===== src/rtl/tcw_wrap_add.sv =====
// Shared modulo adder: (a + b) wrapped once at LIMIT, for operands below LIMIT.
// Maps screen rows onto the circular row store and steps the row base.
module tcw_wrap_add #(
    parameter int WIDTH = 5,
    parameter int LIMIT = 25
) (
    input  logic [WIDTH-1:0] i_a,
    input  logic [WIDTH-1:0] i_b,
    output logic [WIDTH-1:0] o_sum
);

    logic [WIDTH:0] sum_full;

    always_comb begin
        sum_full = {1'b0, i_a} + {1'b0, i_b};
        if (sum_full >= (WIDTH+1)'(LIMIT)) begin
            o_sum = WIDTH'(sum_full - (WIDTH+1)'(LIMIT));
        end else begin
            o_sum = sum_full[WIDTH-1:0];
        end
    end

endmodule


===== config.mk =====
export PLATFORM = sky130hd
export DESIGN_NAME = tcw_wrap_add
export DESIGN_NICKNAME = d
export VERILOG_FILES = /design/src/rtl/tcw_wrap_add.sv
export SDC_FILE = /design/constraint.sdc
export NUM_CORES = 1
export LEC_CHECK = 0
export ABC_CLOCK_PERIOD_IN_PS = 3900
export BUFFER_PORTS_ARGS = -buffer_cell sky130_fd_sc_hd__buf_2
export CAP_MARGIN = 20
export CORE_AREA = 2 2 39 41
export DETAILED_ROUTE_END_ITERATION = 16
export DIE_AREA = 0 0 41 43
export PLACE_DENSITY_LB_ADDON = 0.05
export SETUP_SLACK_MARGIN = 0.5
export SLEW_MARGIN = 0
export SYNTH_ARGS = -nofsm -noshare
export SYNTH_HDL_FRONTEND = slang
export SYNTH_SLANG_ARGS = --single-unit

===== constraint.sdc =====
create_clock -name vclk -period 3.9
set_input_delay 0.585 -clock vclk [all_inputs]
set_output_delay 0.585 -clock vclk [all_outputs]
set_load 0.005 [all_outputs]

### Word level (Yosys, flattened, before mapping)

Cells that the tools add are included.

| word-level totals | value |
|---|---|
| register bits | 0 |
| output and inout bits | 5 |
| word-level logic and storage cells | 4 |
| input port bits | 10 |

| cells by class | value |
|---|---|
| $lt $le $gt $ge | 1 |
| add/sub/neg operators | 2 |
| multiplexer cells | 1 |

Operators with widths:

| operator | count |
|---|---|
| adder 5 x 5 -> 6 bit | 1 |
| >= comparator 6 x 5 -> 1 bit (second input constant) | 1 |
| 2-to-1 mux 5 bit | 1 |
| subtractor 5 bit (second input constant) | 1 |

### Longest topological paths before layout

| depth | value |
|---|---|
| depth after elaboration | 3 |
| depth in mapped cells | 9 |
| gate-level depth less buffers | 9 |

### Least setup slack after synthesis

OpenSTA, ideal clock, no wires.

| timing | value |
|---|---|
| kind | in2out |
| start | input i_a[0] |
| end | output o_sum[2] |
| arrival time | 2.216 ns |
| stages on the path | 9 |
| required time | 3.315 ns |
| buffers on the path | 0 |
| path slack | 1.099 ns |
| cells stage by stage | ha_1 inv_1 fa_1 ha_1 nand2b_1 or2_4 a31oi_4 nand2b_1 xnor2_1 |

| on the way | value |
|---|---|
| cells in the longest elaborated chain, start to end | 3 |
| elaborated cells on any way between the ends | 4 |
| those cells by class | add/sub (2); order compare (1); mux (1) |

RTL lines:

| what | RTL line | source |
|---|---|---|
| from (decl) | 7 | `input logic [WIDTH-1:0] i_a,` |
| adder 5 x 5 -> 6 bit (*) | 15 | `sum_full = {1'b0, i_a} + {1'b0, i_b};` |
| subtractor 5 bit / >= comparator 6 x 5 -> 1 bit (equally long branches) | 17, 16 |  |
| 2-to-1 mux 5 bit (*) | 16 | `if (sum_full >= (WIDTH+1)'(LIMIT)) begin` |
| to (decl) | 9 | `output logic [WIDTH-1:0] o_sum` |

Mark *: on every way between the ends. The rest lies on a longest branch, timed or not.

### Final worst setup path

Ends and elaborated chain as after synthesis.

==> out/qor.csv <==
metric,value,unit
fin_tns_setup,0,ns
finalNonFillerCells,73,
power_frac_comb,100.0,%
layout-drive-gt1-share,35.1,%
drv_slew,0,
die_w,41,microns
synth_top_cell_by_area,ha_1,
worstHoldPathCells,4,
postSynthCellCount,42,
start_util,24.4,%
setup_violations,0,
crit_fanout,4,
rsz0062_at_grt,false,
drt-pass1-iter-count,1,
cts_hold_buf,0,
num_rows,14,
gr-total-overflow,0,
required,3.31,ns
core_area,1380,sq um
fp.dieArea,1760,sq um
fmax,325,MHz
p_leak,0.220,nW
seq_area,0,sq um
drc,0,
syn_nets,60,
synth_common_cells,"7 x ha_1, 5 x inv_1, 4 x nor2_1, 4 x o21ai_0, 4 x xnor2_1",
hold_viol_final,0,
routabilityCongestion,0.644,
min_period_over_period,78.8,%
p_per_area,210,nW/um^2
fin_hold_ws,1.63,ns
syn_avg_cell_area,8.04,sq um
placed_cells,73,
syn_area,338,sq um
cap_viol_max_count,0,
power_frac_seq,0,%
utilization,31.3,%
max-slew-margin-rel,77.2,%
startpoint,i_a[0],
power.total,0.0910,mW
cts_resized,0,
wl_per_cell,7.88,microns
wl,575,microns
clkPwrFrac,0,%
fin_nets,77,
synth_top_area_share,25.9,%
min_path_type,input pin to output pin,
crit_path_start_kind,input pin,
ir_worst_vdd,0.0615,mV
synth_seq_area_share,0,%
crit_arrival,2.49,ns
grt_util_all_layers,7.72,%
sw_frac_of_total,48.9,%
seq_cell_count,0,
die_y,43,microns
grt_max_degree,5,
antenna_found_initial,0,
period_minus_slack,3.07,ns
status,"finished, final reports clean",
grt_pass1_vias,275,
ys_types,18,
min_to,o_sum[0],
ant_nets,0,
post-cts-setup-buffers,0,
pin_count,15,
yosysMostFrequentCell,ha_1,
port-buffer-count,15,
switching_power,0.0445,mW
drt_iter0_markers,0,
synthToLayoutAreaGrowth,28.1,%
crit_type,input pin to output pin,
nClkBuffers,0,
worstMarginPinSlew,0.338,ns
synth.area.top_cells,"ha_1 26%, xnor2_1 10%, a31oi_4 6.3%",
grt_pass1_wl,1040,microns
cp-end-kind,output pin,
dp_hpwl,552,microns
intPower,0.0465,mW
yosysWarnings,0,
hp-start,i_b[0],
vias_per_cell,4.25,
dr_total_vias,310,
n_antenna_cell,0,
[power by group through the flow]
stage	logic (mW)	clock network [mW]	registers [mW]
3_3_place_gp	0.0942	0	0
6_report	0.0910	0	0
5_1_grt	0.104	0	0
4_1_cts	0.0934	0	0
2_1_floorplan	0.0657	0	0
3_5_place_dp	0.0930	0	0
[area by class of cell]
cell class / instances / area, sq um
Multi-Input combinational cell: 37 / 319
Tap cell: 16 / 20.0
Timing Repair Buffer: 15 / 75.1
Fill cell: 156 / 951
Inverter: 5 / 18.8
[kinds of logic (layout without fill, tap and decap cells)]
| kind of cell | Yosys count | after routing | share of synthesized area [%] |
|---|---|---|---|
| adders and majority gates | 8 | 8 | 31.9 |
| AOI/OAI and AO/OA | 12 | 12 | 27.0 |
| and+or+nand+nor | 11 | 11 | 17.4 |
| xor gates and xnor gates | 5 | 5 | 15.2 |
| buffers and inverters | 5 | 20 | 5.56 |
| muxes | 1 | 1 | 2.96 |
[routing by layer]
layer	up-vias	track usage, %	part of all wire (%)
li1	174	-	-
met1	131	11.5	47
met2	5	12.8	50
met3	0	0	2.4
met4	0	0	0
met5	-	0	0
[critical path, stage by stage]
cell      delay (ns)
buf_2           0.08
ha_1            0.16
inv_1           0.05
fa_1            0.54
ha_1            0.18
nand2b_1        0.08
or2_4           0.25
a31oi_4         0.20
nand2b_1        0.14
xnor2_1         0.10
buf_2           0.12
[through the flow]
step | instance area [sq um] | setup slack [ns]
after detailed placement | 433 | 0.805
after global routing | 433 | 0.662
after CTS | 433 | 0.793
after global placement | 433 | 0.795
final | 433 | 0.826
after floorplan | 338 | 1.10
[layout by cell type (no fill, tap or decap), drive strengths merged]
cell and n:
buf 15, ha 7, inv 5, xnor2 4, nor2 4, o21ai 4
a21oi 4, nand2b 3, a21o 2, nor3b 1, or2 1, xor2 1
a21boi 1, a31oi 1, mux2i 1, nand2 1, nor3 1, fa 1
[worst max-delay path by stage]
stage                to  depth (start not counted)  slack (ns)
2_1_floorplan  o_sum[2]                          9        1.10
3_3_place_gp   o_sum[2]                         11        0.80
3_5_place_dp   o_sum[2]                         11        0.80
4_1_cts        o_sum[2]                         11        0.79
5_1_grt        o_sum[2]                         11        0.66
6_report       o_sum[2]                         11        0.83
(Power assumes the default switching activity.)
